## src/rtl/dchtm_pkg.sv

```systemverilog
// Shared types and constants of the device-clock to host-time mapper.
// Used by the channel interfaces, the controller, the datapath and the top level.
package dchtm_pkg;

   // Field widths
   localparam int DEV_W   = 32;   // device millisecond stamp
   localparam int NS_W    = 63;   // host nanosecond time
   localparam int RATE_W  = 32;   // unsigned fixed-point rate
   localparam int WIN_W   = 16;   // calibration window register
   localparam int BLEND_W = 16;   // Q0.16 blend weight
   localparam int CFG_W   = 32;   // widest configuration register
   localparam int CSR_IDX_W = 2;

   // Arithmetic widths
   localparam int MUL_W     = 64;              // shared 32x32 multiplier product
   localparam int DEN_W     = 52;              // 32-bit count times 1e6
   localparam int OBS_W     = 32;              // quotient bits of the observed rate
   localparam int AHI_W     = DEN_W - OBS_W;   // upper part of delta * 1e6
   localparam int ACC_W     = DEN_W + OBS_W;   // full delta_ns * rate product
   localparam int DIV_EXT_W = NS_W + OBS_W;    // numerator shifted by the fraction bits
   localparam int CNT_W     = $clog2(OBS_W);
   localparam logic [CNT_W-1:0] CNT_LAST = CNT_W'(OBS_W - 1);

   localparam logic [RATE_W-1:0]  NS_PER_MS  = 32'd1000000;
   localparam logic [BLEND_W:0]   BLEND_ONE  = 17'h10000;

   // Reset values of the registers
   localparam logic [WIN_W-1:0]   WINDOW_RST   = 16'd1000;
   localparam logic [BLEND_W-1:0] BLEND_RST    = 16'd6554;
   localparam logic [RATE_W-1:0]  MIN_RATE_RST = 32'd966367642;
   localparam logic [RATE_W-1:0]  MAX_RATE_RST = 32'd1181116006;

   // Defaults of the top-level parameters
   localparam logic [DEV_W-1:0] HALF_RANGE_DEF     = 32'h8000_0000;
   localparam int               RATE_FRAC_BITS_DEF = 30;

   typedef enum logic [CSR_IDX_W-1:0] {
      CSR_WINDOW   = 2'd0,
      CSR_BLEND    = 2'd1,
      CSR_MIN_RATE = 2'd2,
      CSR_MAX_RATE = 2'd3
   } csr_index_type;

   typedef enum logic [3:0] {
      ST_IDLE,
      ST_DECIDE,
      ST_CALCHK,
      ST_DEN,
      ST_DIVINIT,
      ST_DIVRUN,
      ST_MIX0,
      ST_MIX1,
      ST_MIXADD,
      ST_CLAMP,
      ST_STEPA,
      ST_STEPLO,
      ST_STEPHI,
      ST_STEPADD,
      ST_MAP
   } state_type;

   typedef enum logic [2:0] {
      MUL_NONE,
      MUL_DEN,      // accum * 1e6
      MUL_MIXOLD,   // (1 - blend) * rate
      MUL_MIXNEW,   // blend * observed
      MUL_STEPA,    // delta * 1e6
      MUL_STEPLO,   // low word of delta_ns * rate
      MUL_STEPHI    // high part of delta_ns * rate
   } mul_sel_type;

   typedef enum logic [1:0] {
      ACC_HOLD,
      ACC_LOAD,
      ACC_ADD_LO,
      ACC_ADD_HI
   } acc_op_type;

   typedef struct packed {
      logic        take_req;
      logic        decide_commit;
      logic        calib_commit;
      mul_sel_type mul_sel;
      acc_op_type  acc_op;
      logic        div_init;
      logic        div_step;
      logic        rate_commit;
      logic        map_commit;
      logic        rsp_load;
   } cmd_type;

   typedef struct packed {
      logic reanchor;
      logic zero_delta;
      logic calib_due;
      logic rate_due;
      logic obs_sat;
   } status_type;

endpackage

```

## src/rtl/dchtm_ctrl.sv

```systemverilog
// Sequencer of the time mapper: walks each request through decide, calibrate and map steps.
// Depends on dchtm_pkg; drives the datapath through cmd_type and reads status_type.
module dchtm_ctrl (
   input  logic                  clock,
   input  logic                  reset,
   input  logic                  req_valid,
   output logic                  req_ready,
   output logic                  rsp_valid,
   input  logic                  rsp_ready,
   input  dchtm_pkg::status_type status,
   output dchtm_pkg::cmd_type    cmd
);
   import dchtm_pkg::*;

   state_type        state_ff, state_in;
   logic [CNT_W-1:0] cnt_ff, cnt_in;
   logic             rsp_valid_ff, rsp_valid_in;
   logic             rsp_free;

   assign rsp_free  = !rsp_valid_ff || rsp_ready;
   assign req_ready = (state_ff == ST_IDLE);
   assign rsp_valid = rsp_valid_ff;

   // Next state
   always_comb begin
      state_in = state_ff;
      unique case (state_ff)
         ST_IDLE: begin
            if (req_valid) state_in = ST_DECIDE;
         end
         ST_DECIDE: begin
            if (rsp_free) begin
               if (status.reanchor || status.zero_delta) state_in = ST_IDLE;
               else state_in = ST_CALCHK;
            end
         end
         ST_CALCHK: begin
            if (status.calib_due && status.rate_due) state_in = ST_DEN;
            else state_in = ST_STEPA;
         end
         ST_DEN:     state_in = ST_DIVINIT;
         ST_DIVINIT: begin
            if (status.obs_sat) state_in = ST_MIX0;
            else state_in = ST_DIVRUN;
         end
         ST_DIVRUN: begin
            if (cnt_ff == CNT_LAST) state_in = ST_MIX0;
         end
         ST_MIX0:    state_in = ST_MIX1;
         ST_MIX1:    state_in = ST_MIXADD;
         ST_MIXADD:  state_in = ST_CLAMP;
         ST_CLAMP:   state_in = ST_STEPA;
         ST_STEPA:   state_in = ST_STEPLO;
         ST_STEPLO:  state_in = ST_STEPHI;
         ST_STEPHI:  state_in = ST_STEPADD;
         ST_STEPADD: state_in = ST_MAP;
         ST_MAP: begin
            if (rsp_free) state_in = ST_IDLE;
         end
         default:    state_in = ST_IDLE;
      endcase
   end

   // Outputs
   always_comb begin
      cmd               = '0;
      cmd.mul_sel       = MUL_NONE;
      cmd.acc_op        = ACC_HOLD;
      cnt_in            = cnt_ff;
      unique case (state_ff)
         ST_IDLE: begin
            cmd.take_req = req_valid;
         end
         ST_DECIDE: begin
            // hold every update until the response register can take a result
            cmd.decide_commit = rsp_free;
            cmd.rsp_load      = rsp_free && (status.reanchor || status.zero_delta);
         end
         ST_CALCHK: begin
            cmd.calib_commit = status.calib_due;
         end
         ST_DEN: begin
            cmd.mul_sel = MUL_DEN;
         end
         ST_DIVINIT: begin
            cmd.div_init = 1'b1;
            cnt_in       = '0;
         end
         ST_DIVRUN: begin
            cmd.div_step = 1'b1;
            cnt_in       = cnt_ff + 1'b1;
         end
         ST_MIX0: begin
            cmd.mul_sel = MUL_MIXOLD;
         end
         ST_MIX1: begin
            cmd.mul_sel = MUL_MIXNEW;
            cmd.acc_op  = ACC_LOAD;
         end
         ST_MIXADD: begin
            cmd.acc_op = ACC_ADD_LO;
         end
         ST_CLAMP: begin
            cmd.rate_commit = 1'b1;
         end
         ST_STEPA: begin
            cmd.mul_sel = MUL_STEPA;
         end
         ST_STEPLO: begin
            cmd.mul_sel = MUL_STEPLO;
         end
         ST_STEPHI: begin
            cmd.mul_sel = MUL_STEPHI;
            cmd.acc_op  = ACC_LOAD;
         end
         ST_STEPADD: begin
            cmd.acc_op = ACC_ADD_HI;
         end
         ST_MAP: begin
            cmd.map_commit = rsp_free;
            cmd.rsp_load   = rsp_free;
         end
         default: begin
            cmd.take_req = 1'b0;
         end
      endcase
   end

   always_comb begin
      rsp_valid_in = rsp_valid_ff;
      if (rsp_valid_ff && rsp_ready) rsp_valid_in = 1'b0;
      if (cmd.rsp_load) rsp_valid_in = 1'b1;
   end

   always_ff @(posedge clock) begin
      if (reset) begin
         state_ff     <= ST_IDLE;
         rsp_valid_ff <= 1'b0;
      end else begin
         state_ff     <= state_in;
         rsp_valid_ff <= rsp_valid_in;
      end
   end

   always_ff @(posedge clock) begin
      cnt_ff <= cnt_in;
   end

   a_div_runs_full: assert property (@(posedge clock) disable iff (reset)
      (state_ff == ST_DIVRUN && cnt_ff != CNT_LAST) |=> state_ff == ST_DIVRUN)
      else $error("divider left before all quotient bits were formed");

   a_no_overwrite: assert property (@(posedge clock) disable iff (reset)
      cmd.rsp_load |-> (!rsp_valid_ff || rsp_ready))
      else $error("response loaded over an untaken result");

endmodule

```

## config.mk

```make
export PLATFORM = sky130hd
export DESIGN_NAME = dchtm_ctrl
export DESIGN_NICKNAME = d
export VERILOG_FILES = /design/src/rtl/dchtm_pkg.sv /design/src/rtl/dchtm_ctrl.sv
export SDC_FILE = /design/constraint.sdc
export NUM_CORES = 1
export LEC_CHECK = 0
export BUFFER_PORTS_ARGS = -buffer_cell sky130_fd_sc_hd__clkbuf_2
export CAP_MARGIN = 20
export CORE_MARGIN = 5
export CORE_UTILIZATION = 30
export DETAILED_ROUTE_END_ITERATION = 16
export GPL_TIMING_DRIVEN = 0
export SYNTH_ARGS = -nofsm -noshare
export SYNTH_HDL_FRONTEND = slang
export SYNTH_SLANG_ARGS = --single-unit
export TNS_END_PERCENT = 10
```

## constraint.sdc

```tcl
create_clock -name clock -period 2.26 [get_ports clock]
set_input_delay 0.678 -clock clock [delete_from_list [all_inputs] [get_ports clock]]
set_output_delay 0.678 -clock clock [all_outputs]
set_load 0.01 [all_outputs]
```

==> metrics.yaml, run 1 <==
multi_input_area_um2: 513
startpoint_type: "flop"
ir_worst_vdd_mv: 0.329
crit_buf_inv: 3
grt_max_degree: 11
synth_xor_area_share_pct: 2.20
cts_buffers: 3
drt_pre_antenna_iters: 4
setup_slack_ns: 0.0854
synth_nets: 105
cts_tree: "built"
placementRows: 18
synth_simple_gate_area_share_pct: 33.2
setup_tns_ns: 0
p_leak_nw: 0.480
syn_area_um2: 796
slowest_delay_ns: 0.45
avgSynthCellArea_um2: 8.47
overflow: 0
yosys_warnings: 0
p_clk_share_pct: 26.8
cpLargestDelayFamily: "compound AO/OA/AOI/OAI gates"
seq_area_um2: 254
period_needed_ns: 2.17
drive_gt1_share_pct: 44.2
finalClockSkew_ns: 0.00341
fin_nets: 141
placed_area_um2: 948
period_share_pct: 96.2
final_core_util_pct: 44.4
synthMuxAreaShare_pct: 2.52
fmax_ghz: 0.460
slowest_stage: "o41a_4"
drt_wl_total_um: 2010
cp_max_fo: 7
synthDistinctLibCells: 35
drt-initial-drc-count: 16
ant_nets: 0
fillers: 250
grt_pass1_vias: 707
status: "finished, final reports clean"
diodes: 0
vias: 797
path_clk_slew_ns: 0.06
dpl_worst_slack_ns: 0.00708
relSlewSlack_pct: 76.2
internal_power_uw: 401
area_delta_synth_final_pct: 39.6
start_util_pct: 31.8
synth-seq-area-share_pct: 31.4
drv_cap: 0
setup_violations: 0
root_buffer: "clkbuf_4"
die_y_um: 61.5
cts.path.max_buffers: 2
worstPathCellList: "inv_8 > nand2_2 > o41a_4 > nor2_4 > buf_4 > buf_6"
report.final.hold_viol_count: 0
worstSetupPathType: "flop to primary output"
worstSkewPairLatency_ns: 0.26
gp_congestion: 0.760
ctsHoldBuffers: 0
drc: 0
numPortBuffers: 23
hold_path_class: "flop to flop"
reg2reg_slack_ns: 0.55
h-tree-depth: 1
critical_path_required_ns: 1.58
via_per_inst: 5.01
die_area_um2: 3780
seqPwrFrac_pct: 35.6
synth_compound_area_share_pct: 19.3
crit_path_end_kind: "primary output"
rsz0062_at_grt: "false"
arrival_ns: 1.50
coreArea_um2: 2500
ys_async_sr_fraction_pct: 0
switchingPower_uw: 173
synth-edff-count: 5
synth_top_family_by_area: "simple AND/OR/NAND/NOR gates"
clock_sinks: 10
synth_fa_ha_area_share_pct: 3.14
wl_per_cell_um: 12.6
synthFlopType: "edfxtp_1"
grt_usage_pct: 10.6
powerDensity_nw_per_um2: 517
hpwl_um: 1490
ios: 24
p_comb_share_pct: 37.7
grt_pass1_wl_um: 3080
p_sw_share_pct: 30.2
syn_inst: 94
finalMaxSlewViolations: 0
worst_pin_slew_ns: 0.356
dieWidth_um: 61.5
final_cell_area_um2: 1110
antenna_found_initial: 0
ys_ff_latch: 10
-- power groups by stage --
stage	logic, mW	clock network [mW]	registers (mW)
after global routing	0.236	0.170	0.205
after detailed placement	0.184	0	0.208
after global placement	0.183	0	0.208
after floorplan	0.132	0	0.208
final	0.216	0.154	0.204
after CTS	0.188	0.161	0.204
-- cell families after synthesis --
family,count (synthesis)
xor gates and xnor gates,2
and+or+nand+nor,46
DFF,10
buffers and inverters,10
muxes,2
AOI/OAI and AO/OA,22
adders and majority gates,2
-- timing repair --
item	4_1_cts	5_1_grt
gates resized for setup	7	11
pin swaps	0	2
setup buffers	0	8
endpoints found under the setup margin	2	1
-- state kept, by name, indices dropped and copies added, names as in the netlist --
| name | flops |
|---|---|
| cnt_ff | 5 |
| rsp_valid | 1 |
| state_ff | 4 |
-- cell type report --
class / instances / share of cell area, %
plain buffers: 8 / 6.64
multi-input cells: 74 / 46.2
flip-flops and latches: 10 / 22.9
clock buffers: 4 / 3.27
repair buffers: 31 / 16.3
inverters: 2 / 1.35
well taps: 30 / 3.38
-- layer usage --
layer	wire length, µm	up-vias	share of wire, %	global-route usage (%)
li1	-	409	-	-
met1	889	372	44	13.5
met2	995	16	50	17.6
met3	121	0	6.0	3.98
met4	0	0	0	0.909
met5	0	-	0	0
-- synth_stat cells (all sizes together), types with 2 or more instances --
cell     n  area share (%)
nor2b    3             2.4
nand2b   2             1.6
and2     4             3.1
o21a     2             1.9
buf      8             7.2
a21oi   13             8.6
nor2    14             6.6
or2      2             2.2
edfxtp   5              19
inv      2            0.94
dfxtp    5              13
nand3    3             2.5
nor4     2             1.6
and3     3             2.4
ha       2             3.1
nand2    5             2.4
mux2i    2             2.5
o211ai   2             1.9
nor3     5             4.4
-- layout by cell type (no fill, tap or decap), types with 3 or more instances in the layout --
cell	n
nand2_1	4
and3_1	3
nor2_1	13
nor2b_1	3
and2_1	4
clkbuf_4	3
buf_4	10
clkbuf_2	22
buf_6	4
nor3_1	3
edfxtp_1	5
a21oi_1	12
dfxtp_1	4
-- worst paths after layout --
| path | start | end | depth (start not counted) |
|---|---|---|---|
| setup reg to reg | cnt_ff[0]$_SDFFCE_PN0P_ | state_ff[3]$_SDFFE_PP0P_ | 7 |
| setup / recovery | state_ff[2]$_SDFFE_PP0P_ | cmd[0] | 6 |
| hold reg to reg | cnt_ff[0]$_SDFFCE_PN0P_ | cnt_ff[0]$_SDFFCE_PN0P_ | 1 |
| hold / removal | cnt_ff[0]$_SDFFCE_PN0P_ | cnt_ff[0]$_SDFFCE_PN0P_ | 1 |
-- per-stage QoR --
| step | std cells | power [mW] | hold WS, ns |
|---|---|---|---|
| floorplan | 94 | 0.340 | 0.562 |
| global placement | 147 | 0.391 | 0.581 |
| detailed placement | 147 | 0.391 | 0.593 |
| CTS | 151 | 0.552 | 0.603 |
| global route | 159 | 0.611 | 0.626 |
| finish | 159 | 0.575 | 0.600 |
(Power assumes the default switching activity.)
==> run 2: changes to the inputs <==
Settings changed: CORE_ASPECT_RATIO set to 1.1.
==> run 2 against run 1 <==
  * First-iteration DRC count grew 56%
  * Clock power fell by 16%
  * Sequential power is essentially flat
  * Critical path depth is 1 higher
  * Combinational power decreased by 5%
  * Clock-buffer cell count is the same
  * Sequential share of layout area grew 0.78 points
  * Non-clock buffer count decreased by 2
  * Critical endpoint unchanged
  * Largest power group unchanged
==> metrics.yaml, run 2 (synthesis gave the netlist of run 1 again) <==
cpLargestDelayFamily: "simple AND/OR/NAND/NOR gates"
die_y_um: 64.0  # +4.1%
diodes: 0  # unchanged
placementRows: 19  # +1
ctsHoldBuffers: 0  # unchanged
numPortBuffers: 23  # unchanged
mostFrequentLayoutCell: "clkbuf_2"
die_area_um2: 3780  # about the same
report.final.hold_viol_count: 0  # unchanged
total_power_uw: 541  # -5.9%
dpl_worst_slack_ns: 0.0152  # +0.00816 ns
placed_area_um2: 950  # +0.13%
cts_buffers: 3  # unchanged
worst_pin_slew_ns: 0.325  # -0.0302 ns
coreArea_um2: 2520  # +0.80%
antenna_found_initial: 0  # unchanged
arrival_ns: 1.53  # +0.03 ns
crit_path_end_kind: "primary output"
root_buffer: "clkbuf_4"
status: "finished, final reports clean"
ios: 24  # unchanged
grt_usage_pct: 10.5  # -0.093 points
p_sw_share_pct: 32.3  # +2.2 points
fmax_ghz: 0.454  # -1.4%
setup_slack_ns: 0.0550  # -0.0304 ns
critical_path_required_ns: 1.58  # about the same
start_util_pct: 31.6  # -0.25 points
wl_per_cell_um: 12.8  # +1.4%
slowest_delay_ns: 0.40  # -0.05 ns
worstSetupPathType: "flop to primary output"
finalMaxSlewViolations: 0  # unchanged
crit_buf_inv: 3  # unchanged
switchingPower_uw: 175  # +0.87%
dieWidth_um: 59.1  # -3.9%
p_comb_share_pct: 38.1  # +0.4 points
final_cells: 158  # -0.63%
area_delta_synth_final_pct: 35.7
worstPathCellList: "buf_8 > nand3_4 > or2_4 > o41a_4 > nor2_2 > buf_4 > buf_6"
p_clk_share_pct: 24.0  # -2.8 points
grt_pass1_wl_um: 3180  # +3.3%
finalClockSkew_ns: 0.00237  # -0.00104 ns
dp.cells: 148  # +0.68%
period_needed_ns: 2.20  # +0.0304 ns
period_share_pct: 97.6  # +1.3 points
cp_max_fo: 4  # -3
fillers: 264  # +5.6%
via_per_inst: 5.02  # +0.13%
holdWs_ns: 0.579  # -0.0213 ns
gp_congestion: 0.809  # +6.4%
largest-register: "cnt_ff"
relSlewSlack_pct: 78.2  # +2.0 points
final_core_util_pct: 42.9  # -1.6 points
setup_tns_ns: 0  # unchanged
drt_pre_antenna_iters: 4  # unchanged
grt_max_degree: 11  # unchanged
fin_nets: 139  # -1.4%
ant_nets: 0  # unchanged
setup_violations: 0  # unchanged
path_clk_slew_ns: 0.06  # about the same
internal_power_uw: 366  # -8.8%
drv_cap: 0  # unchanged
slowest_stage: "dfxtp_4"
drt-initial-drc-count: 25  # +9
drc: 0  # unchanged
drt_wl_total_um: 2020  # +0.75%
grt_pass1_vias: 758  # +7.2%
powerDensity_nw_per_um2: 501  # -3.1%
final_cell_area_um2: 1080  # -2.8%
most-common-layout-cells: "clkbuf_2, nor2_1, a21oi_1, buf_4, edfxtp_1"
h-tree-depth: 1  # unchanged
hpwl_um: 1430  # -3.9%
startpoint_type: "flop"
overflow: 0  # unchanged
cts_tree: "built"
seqPwrFrac_pct: 37.9  # +2.3 points
ir_worst_vdd_mv: 0.298  # -9.6%
hold_path_class: "flop to flop"
clock_sinks: 10  # unchanged
vias: 793  # -0.50%
largest_reg_flops: 5  # unchanged
drive_gt1_share_pct: 43.3  # -0.88 points
p_leak_nw: 0.461  # -3.9%
cts.path.max_buffers: 2  # unchanged
reg2reg_slack_ns: 0.53  # -0.02 ns
worstSkewPairLatency_ns: 0.26  # about the same
[run 2: cell types whose count changed in the layout (fill, tap and decap cells not counted), sizes merged]
| cell | before | now |
|---|---|---|
| buf | 17 | 15 |
[run 2: routing by layer]
metal	track usage (%)	share of wire, %
met3	2.82	4.8
met2	17.3	52
met1	12.4	42
met5	0	0
met4	4.82	0.59
[run 2: cell type report]
| class | instances | area [µm²] | area share (%) |
|---|---|---|---|
| timing repair buffer | 29 | 166 | 15.4 |
| sequential | 10 | 255 | 23.6 |
| multi-input combinational | 74 | 508 | 47.0 |
| clock buffer | 4 | 26.3 | 2.43 |
| buffer | 8 | 70.1 | 6.49 |
| tap | 31 | 38.8 | 3.59 |
| inverter | 2 | 15.0 | 1.39 |
[run 2: worst paths after layout]
kind,from,end,cells past startpoint
min reg2reg,state_ff[2]$_SDFFE_PP0P_,state_ff[2]$_SDFFE_PP0P_,2
min,state_ff[2]$_SDFFE_PP0P_,state_ff[2]$_SDFFE_PP0P_,2
max reg2reg,cnt_ff[0]$_SDFFCE_PN0P_,state_ff[1]$_SDFFE_PP0P_,7
max,state_ff[2]$_SDFFE_PP0P_,cmd[0],7
[run 2: power by group through the flow]
stage	combinational [mW]	sequential, mW	clock [mW]
2_1_floorplan	0.132	0.208	0
3_3_place_gp	0.183	0.208	0
3_5_place_dp	0.182	0.208	0
4_1_cts	0.185	0.204	0.134
5_1_grt	0.225	0.206	0.144
6_report	0.206	0.205	0.130
[run 2: repair_timing]
item / in CTS / in global routing
buffers inserted: 0 / 6
setup endpoints to repair: 2 / 2
gates resized for setup: 6 / 11
pin swaps: 0 / 3
[run 2: tightest hold or removal path, delay by kind of cell (launching register included)]
family	cells	cell delay (ns)
AO/OA/AOI/OAI	1	0.07
flip-flops	1	0.38
buffers and inverters	1	0.08
